File: config.mk
export PLATFORM = sky130hd
export DESIGN_NAME = base64_mime_encoder_unit
export DESIGN_NICKNAME = d
export VERILOG_FILES = /design/src/bmime_pkg.sv /design/src/bmime_front.sv /design/src/bmime_fifo.sv /design/src/bmime_back.sv /design/src/base64_mime_encoder_unit.sv
export SDC_FILE = /design/constraint.sdc
export NUM_CORES = 1
export LEC_CHECK = 0
export ABC_AREA = 0
export BUFFER_PORTS_ARGS = -buffer_cell sky130_fd_sc_hd__buf_2
export CAP_MARGIN = 30
export CORE_ASPECT_RATIO = 0.9
export CORE_MARGIN = 2
export CORE_UTILIZATION = 58
export CTS_CLUSTER_SIZE = 20
export DETAILED_ROUTE_END_ITERATION = 16
export PLACE_DENSITY_LB_ADDON = 0.3
export SKIP_LAST_GASP = 1
export SYNTH_ARGS = -nofsm -noshare
export SYNTH_HDL_FRONTEND = slang
export SYNTH_SLANG_ARGS = --single-unit
export TNS_END_PERCENT = 100
File: constraint.sdc
create_clock -name clk_i -period 5.8 [get_ports clk_i]
set_input_delay 1.74 -clock clk_i [delete_from_list [all_inputs] [get_ports clk_i]]
set_output_delay 1.74 -clock clk_i [all_outputs]
set_load 0.05 [all_outputs]
File: src/bmime_pkg.sv
package bmime_pkg;

  // Configuration register indexes
  localparam logic REG_LINE_LIMIT  = 1'b0;
  localparam logic REG_HEADER_MODE = 1'b1;

  // Reset values and counter limits
  localparam logic [7:0] LINE_LIMIT_RESET = 8'd76;
  localparam logic [7:0] COUNT_START      = 8'd4;
  localparam logic [7:0] COUNT_MAX        = 8'hFF;

  // Special characters
  localparam logic [7:0] CHAR_PAD = 8'h3D;
  localparam logic [7:0] CHAR_CR  = 8'h0D;
  localparam logic [7:0] CHAR_LF  = 8'h0A;

  // Default depth of the group queue
  localparam int GRP_FIFO_DEPTH = 2;

  // One closed group handed from the front to the back
  typedef struct packed {
    logic [23:0] word;    // three bytes, first byte in the top bits
    logic [1:0]  nbytes;  // real bytes in the group, 1 to 3
    logic        crlf;    // append a line break after the group
  } grp_t;

  // Map a 6-bit value onto the standard alphabet
  function automatic logic [7:0] b64_char(input logic [5:0] v);
    logic [7:0] c;
    if (v < 6'd26) begin
      c = 8'h41 + {2'b00, v};
    end else if (v < 6'd52) begin
      c = 8'h61 + {2'b00, v} - 8'd26;
    end else if (v < 6'd62) begin
      c = 8'h30 + {2'b00, v} - 8'd52;
    end else if (v == 6'd62) begin
      c = 8'h2B;
    end else begin
      c = 8'h2F;
    end
    return c;
  endfunction

endpackage

File: src/bmime_front.sv
module bmime_front (
  input  logic              clk_i,
  input  logic              rst_ni,
  input  logic              cfg_we_i,
  input  logic              cfg_idx_i,
  input  logic [7:0]        cfg_wdata_i,
  input  logic              in_valid_i,
  output logic              in_ready_o,
  input  logic [7:0]        data_byte_i,
  input  logic              last_byte_i,
  input  logic              q_full_i,
  output logic              q_push_o,
  output bmime_pkg::grp_t   q_data_o
);
  import bmime_pkg::*;

  logic [7:0]  limit_q;
  logic        hdr_q;
  logic [15:0] held_q, held_d;
  logic [1:0]  fill_q, fill_d;
  logic [7:0]  lcount_q, lcount_d;

  logic        accept;
  logic        closes;
  logic [8:0]  sum;
  logic [7:0]  sat;
  logic        crlf;
  logic [23:0] word;

  // Accept a byte whenever the queue can take a group
  assign in_ready_o = ~q_full_i;
  assign accept     = in_valid_i & in_ready_o;
  assign closes     = last_byte_i | (fill_q == 2'd2);

  // Assemble the group word from held bytes and the new byte
  always_comb begin
    case (fill_q)
      2'd0:    word = {data_byte_i, 16'h0000};
      2'd1:    word = {held_q[15:8], data_byte_i, 8'h00};
      default: word = {held_q, data_byte_i};
    endcase
  end

  // Advance the line counter with saturation and decide on a break
  assign sum  = {1'b0, lcount_q} + 9'd4;
  assign sat  = sum[8] ? COUNT_MAX : sum[7:0];
  assign crlf = ~hdr_q & (sat > limit_q);

  assign q_push_o        = accept & closes;
  assign q_data_o.word   = word;
  assign q_data_o.nbytes = (fill_q == 2'd0) ? 2'd1 : ((fill_q == 2'd1) ? 2'd2 : 2'd3);
  assign q_data_o.crlf   = crlf;

  // Hold partial groups; on group close, clear them and update the line counter
  always_comb begin
    held_d   = held_q;
    fill_d   = fill_q;
    lcount_d = lcount_q;
    if (accept) begin
      if (!closes) begin
        if (fill_q == 2'd0) begin
          held_d = {data_byte_i, 8'h00};
        end else begin
          held_d = {held_q[15:8], data_byte_i};
        end
        fill_d = fill_q + 2'd1;
      end else begin
        held_d   = 16'h0000;
        fill_d   = 2'd0;
        lcount_d = (crlf | last_byte_i) ? COUNT_START : sat;
      end
    end
  end

  always_ff @(posedge clk_i or negedge rst_ni) begin
    if (!rst_ni) begin
      limit_q  <= LINE_LIMIT_RESET;
      hdr_q    <= 1'b0;
      held_q   <= 16'h0000;
      fill_q   <= 2'd0;
      lcount_q <= COUNT_START;
    end else begin
      held_q   <= held_d;
      fill_q   <= fill_d;
      lcount_q <= lcount_d;
      if (cfg_we_i) begin
        case (cfg_idx_i)
          REG_LINE_LIMIT:  limit_q <= cfg_wdata_i;
          REG_HEADER_MODE: hdr_q   <= cfg_wdata_i[0];
          default:         limit_q <= limit_q;
        endcase
      end
    end
  end

endmodule

File: src/bmime_fifo.sv
module bmime_fifo #(
  parameter int DEPTH = bmime_pkg::GRP_FIFO_DEPTH
) (
  input  logic              clk_i,
  input  logic              rst_ni,
  input  logic              push_i,
  input  bmime_pkg::grp_t   push_data_i,
  output logic              full_o,
  input  logic              pop_i,
  output logic              empty_o,
  output bmime_pkg::grp_t   pop_data_o
);
  import bmime_pkg::*;

  localparam int AW = (DEPTH > 1) ? $clog2(DEPTH) : 1;
  localparam int CW = $clog2(DEPTH + 1);

  grp_t          mem_q [DEPTH];
  logic [AW-1:0] wptr_q, rptr_q;
  logic [CW-1:0] cnt_q;
  logic          do_push, do_pop;

  assign full_o     = (cnt_q == CW'(DEPTH));
  assign empty_o    = (cnt_q == '0);
  assign do_push    = push_i & ~full_o;
  assign do_pop     = pop_i & ~empty_o;
  assign pop_data_o = mem_q[rptr_q];

  // Store groups
  always_ff @(posedge clk_i) begin
    if (do_push) begin
      mem_q[wptr_q] <= push_data_i;
    end
  end

  // Advance pointers and occupancy
  always_ff @(posedge clk_i or negedge rst_ni) begin
    if (!rst_ni) begin
      wptr_q <= '0;
      rptr_q <= '0;
      cnt_q  <= '0;
    end else begin
      if (do_push) begin
        wptr_q <= (wptr_q == AW'(DEPTH - 1)) ? '0 : wptr_q + AW'(1);
      end
      if (do_pop) begin
        rptr_q <= (rptr_q == AW'(DEPTH - 1)) ? '0 : rptr_q + AW'(1);
      end
      if (do_push && !do_pop) begin
        cnt_q <= cnt_q + CW'(1);
      end else if (do_pop && !do_push) begin
        cnt_q <= cnt_q - CW'(1);
      end
    end
  end

endmodule

File: src/bmime_back.sv
module bmime_back (
  input  logic              clk_i,
  input  logic              rst_ni,
  input  logic              q_empty_i,
  input  bmime_pkg::grp_t   q_data_i,
  output logic              q_pop_o,
  output logic              out_valid_o,
  input  logic              out_ready_i,
  output logic [7:0]        out_char_o,
  output logic              end_of_output_o
);
  import bmime_pkg::*;

  localparam logic [2:0] POS_C0 = 3'd0;
  localparam logic [2:0] POS_C1 = 3'd1;
  localparam logic [2:0] POS_C2 = 3'd2;
  localparam logic [2:0] POS_C3 = 3'd3;
  localparam logic [2:0] POS_CR = 3'd4;
  localparam logic [2:0] POS_LF = 3'd5;

  grp_t       cur_q;
  logic       active_q;
  logic [2:0] pos_q;
  logic       at_last;
  logic       done;

  assign at_last = cur_q.crlf ? (pos_q == POS_LF) : (pos_q == POS_C3);
  assign done    = active_q & out_ready_i & at_last;
  assign q_pop_o = (~active_q | done) & ~q_empty_i;

  // Select the character for the current position
  always_comb begin
    case (pos_q)
      POS_C0:  out_char_o = b64_char(cur_q.word[23:18]);
      POS_C1:  out_char_o = b64_char(cur_q.word[17:12]);
      POS_C2:  out_char_o = (cur_q.nbytes >= 2'd2) ? b64_char(cur_q.word[11:6]) : CHAR_PAD;
      POS_C3:  out_char_o = (cur_q.nbytes == 2'd3) ? b64_char(cur_q.word[5:0]) : CHAR_PAD;
      POS_CR:  out_char_o = CHAR_CR;
      default: out_char_o = CHAR_LF;
    endcase
  end

  assign out_valid_o     = active_q;
  assign end_of_output_o = at_last;

  always_ff @(posedge clk_i) begin
    if (q_pop_o) begin
      cur_q <= q_data_i;
    end
  end

  // Walk through the characters of a group, load the next one at the end
  always_ff @(posedge clk_i or negedge rst_ni) begin
    if (!rst_ni) begin
      active_q <= 1'b0;
      pos_q    <= POS_C0;
    end else begin
      if (q_pop_o) begin
        active_q <= 1'b1;
        pos_q    <= POS_C0;
      end else if (done) begin
        active_q <= 1'b0;
        pos_q    <= POS_C0;
      end else if (active_q && out_ready_i) begin
        pos_q <= pos_q + 3'd1;
      end
    end
  end

endmodule

File: src/base64_mime_encoder_unit.sv
// The group closed by an accepted byte is first written into the group queue,
// then loaded into the output stage before its first character is offered.
// The output emits one character per cycle while out_ready_i is high, four per
// group or six with a line break.
// The group queue (FIFO_DEPTH entries) lets input run ahead while output stalls.
// Reset clears held bytes, the line counter (to 4) and the queue, and restores the config.
module base64_mime_encoder_unit #(
  parameter int FIFO_DEPTH = bmime_pkg::GRP_FIFO_DEPTH
) (
  input  logic       clk_i,
  input  logic       rst_ni,
  input  logic       cfg_we_i,
  input  logic       cfg_idx_i,
  input  logic [7:0] cfg_wdata_i,
  input  logic       in_valid_i,
  output logic       in_ready_o,
  input  logic [7:0] data_byte_i,
  input  logic       last_byte_i,
  output logic       out_valid_o,
  input  logic       out_ready_i,
  output logic [7:0] out_char_o,
  output logic       end_of_output_o
);
  import bmime_pkg::*;

  grp_t push_data, pop_data;
  logic q_push, q_full, q_pop, q_empty;

  // Gather bytes into groups and decide line breaks
  bmime_front u_front (
    .clk_i       (clk_i),
    .rst_ni      (rst_ni),
    .cfg_we_i    (cfg_we_i),
    .cfg_idx_i   (cfg_idx_i),
    .cfg_wdata_i (cfg_wdata_i),
    .in_valid_i  (in_valid_i),
    .in_ready_o  (in_ready_o),
    .data_byte_i (data_byte_i),
    .last_byte_i (last_byte_i),
    .q_full_i    (q_full),
    .q_push_o    (q_push),
    .q_data_o    (push_data)
  );

  // Queue closed groups
  bmime_fifo #(
    .DEPTH (FIFO_DEPTH)
  ) u_fifo (
    .clk_i       (clk_i),
    .rst_ni      (rst_ni),
    .push_i      (q_push),
    .push_data_i (push_data),
    .full_o      (q_full),
    .pop_i       (q_pop),
    .empty_o     (q_empty),
    .pop_data_o  (pop_data)
  );

  // Emit characters one per cycle while out_ready_i is high
  bmime_back u_back (
    .clk_i           (clk_i),
    .rst_ni          (rst_ni),
    .q_empty_i       (q_empty),
    .q_data_i        (pop_data),
    .q_pop_o         (q_pop),
    .out_valid_o     (out_valid_o),
    .out_ready_i     (out_ready_i),
    .out_char_o      (out_char_o),
    .end_of_output_o (end_of_output_o)
  );

  // A line break never ends a request's output halfway
  assert property (@(posedge clk_i) disable iff (!rst_ni)
    out_valid_o && end_of_output_o |-> out_char_o != CHAR_CR)
    else $error("end_of_output on CR");

  // CR is always followed directly by LF
  assert property (@(posedge clk_i) disable iff (!rst_ni)
    out_valid_o && out_ready_i && out_char_o == CHAR_CR |=>
      out_valid_o && out_char_o == CHAR_LF)
    else $error("CR not followed by LF");

  // A group is never pushed into a full queue
  assert property (@(posedge clk_i) disable iff (!rst_ni)
    q_push |-> !q_full)
    else $error("push into full group queue");

endmodule

==> impl_metrics.tcl <==
set metrics [dict create \
    status "completed" \
    drt_iter0_markers 451 \
    clk_latency_ns 0.41 \
    r2r_setup_slack_ns 2.70 \
    route.detailed.wl_per_inst_microns 18.7 \
    synth_edf_count 81 \
    core_area_sq_um 12100 \
    yosys_register_bits 124 \
    mostFrequentLayoutCell "edfxtp_1" \
    cp-end-kind "output pin" \
    powerDensity_nw_per_um2 464 \
    syn_inst 666 \
    root_buffer "clkbuf_16" \
    drive_gt1_share_pct 15.9 \
    ys_seq_area_share_pct 48.7 \
    cts_tree "yes" \
    fin_crit_ns 4.84 \
    synth.avg_cell_area_sq_um 10.8 \
    ys_types 60 \
    utilization_pct 67.7 \
    grt_usage_pct 25.3 \
    crit_start "u_back.cur_q[11]" \
    cp.arrival_ns 3.10 \
    max_slew_margin_pct 42.0 \
    finalWirelength_mm 16.3 \
    htree_levels 4 \
    diodes 0 \
    p_leak_nw 3.39 \
    dp_hpwl_mm 11.8 \
    setup_tns_ns 0 \
    r2r_start "u_front.lcount_q[2]" \
    synth_warnings 0 \
    first_pass_iters 5 \
    die_area_sq_um 13300 \
    cts_buffers 17 \
    fmaxAchievable_ghz 0.206 \
    drv_cap 0 \
    rsz0062_at_grt "false" \
    worst-setup-path-type "reg2out" \
    ctsLongestPathBuffers 2 \
    synth-async-reset-ratio_pct 34.7 \
    r2r_cells 11 \
    vias 5358 \
    clk_pin_slew_ns 0.06 \
    finalCritPeriodShare_pct 83.5 \
    post_cts_buffers 0 \
    setup_viol 0 \
    die_x_microns 122 \
    worstHoldPathCells 1 \
    start_util_pct 59.7 \
    ios 34 \
    grt-ovfl-total 0 \
    worst_slack_ns 0.957 \
    finalMaxSlewViolations 0 \
    holdBufCountCts 0 \
    grt_max_degree 44 \
    final.setup_skew_ns 0.00878 \
    ys.flop_type "edfxtp_1" \
    final_cell_mix "81 x edfxtp_1, 56 x ha_1, 47 x inv_1, 45 x nand2_1, 39 x dfrtp_1" \
    grt_pass1_wl_mm 25.8 \
    tightest_slew_ns 0.868 \
    endpoint "out_char_o[2]" \
    fp.dieH_microns 110 \
    post_cts_resized 0 \
    drtAntennaViolNets 0 \
    startpoint_type "register" \
    timing.rr.end "u_fifo.mem_q[1][0]" \
    antenna_found_initial 0 \
    totalPowerFinal_mw 3.79 \
    finalNetCount 778 \
    peakVddDrop_uv 340 \
    syn_to_final_growth_pct 13.3 \
    syn_area_sq_um 7210 \
    synth_nets 745 \
    drcViolationCount 0 \
    pre_cts_slack_ns 1.43 \
    row_count 38 \
    port_buffers 33 \
    finalHoldViolCount 0 \
    crit_path_max_fanout 13 \
    min_path_type "reg2reg" \
    vias_per_cell 6.14 \
    globalplace.congestion 0.903 \
    grt_pass1_vias 5102 \
    hold_ws_ns 0.502 \
    cts_sinks 124 \
    crit_required_ns 4.06 \
]
per-stage QoR:
stage / instances / area, sq um
3_3_place_gp: 837 / 7490
2_1_floorplan: 666 / 7210
6_report: 872 / 8170
5_1_grt: 872 / 8170
3_5_place_dp: 838 / 7510
4_1_cts: 870 / 8130
registers in the layout, indices dropped and copies added (netlist names):
register	flops
u_fifo.mem_q	54
u_back.cur_q	27
u_front.held_q	16
u_front.lcount_q	8
u_front.limit_q	8
u_back.pos_q	3
u_fifo.cnt_q	2
u_front.fill_q	2
u_back.out_valid_o	1
u_fifo.rptr_q	1
u_fifo.wptr_q	1
u_front.hdr_q	1
worst min path at each step:
stage                           start           endpoint
global placement    u_front.held_q[8]  u_front.held_q[8]
detailed placement  u_front.held_q[8]  u_front.held_q[8]
floorplan               u_fifo.wptr_q      u_fifo.wptr_q
global route        u_front.held_q[0]  u_front.held_q[0]
CTS                 u_front.held_q[9]  u_front.held_q[9]
finish              u_front.held_q[8]  u_front.held_q[8]
per-layer routing:
metal	part of all wire (%)	routed length, microns	vias up	track usage [%]
met5	0	0	-	0
met3	5.0	810	27	4.72
met2	47	7750	181	40.7
met4	2.0	327	0	8.87
met1	46	7450	2603	34.8
li1	-	-	2547	-
cells by family (layout without fill, tap and decap cells):
kind of cell | Yosys count | count (layout) | synth area share [%]
AND/OR/NAND/NOR | 183 | 183 | 12.5
adder cells (fa/ha/maj) | 56 | 56 | 9.71
buffers and inverters | 71 | 117 | 3.90
XOR/XNOR | 21 | 21 | 2.55
flip-flops | 124 | 124 | 48.7
multiplexers | 34 | 34 | 5.29
AO/OA/AOI/OAI | 177 | 177 | 17.3
worst max-delay path, stage by stage, from the launching register on:
cell      delay [ns]
edfxtp_1        0.45
inv_1           0.15
ha_1            0.24
nor2b_1         0.68
nand2_1         0.16
o41ai_1         0.34
o221ai_1        0.18
a21oi_1         0.19
nand3_1         0.08
buf_2           0.22
power breakdown:
part           total (mW)  switching (mW)  internal, mW
sequential           1.39           0.162          1.23
clock                1.07           0.368         0.698
combinational        1.33           0.832         0.502
Yosys cell counts (23+ instances only):
master | n | area, sq um
nor2_1 | 33 | 124
a22o_1 | 32 | 280
a21oi_1 | 32 | 160
nand2_1 | 45 | 169
inv_1 | 47 | 176
edfxtp_1 | 81 | 2430
o21ai_0 | 35 | 175
ha_1 | 56 | 701
dfrtp_1 | 39 | 976
nand3_1 | 23 | 115
mux2_2 | 33 | 372
cell type report:
cell class	instances	area [sq um]
inverters	47	176
clock inverters	7	71.3
clock buffers	25	548
well taps	160	200
multi-input cells	471	3420
repair buffers	38	243
fillers	896	3900
flip-flops and latches	124	3510
No activity file was read; power rests on OpenSTA's default activity.
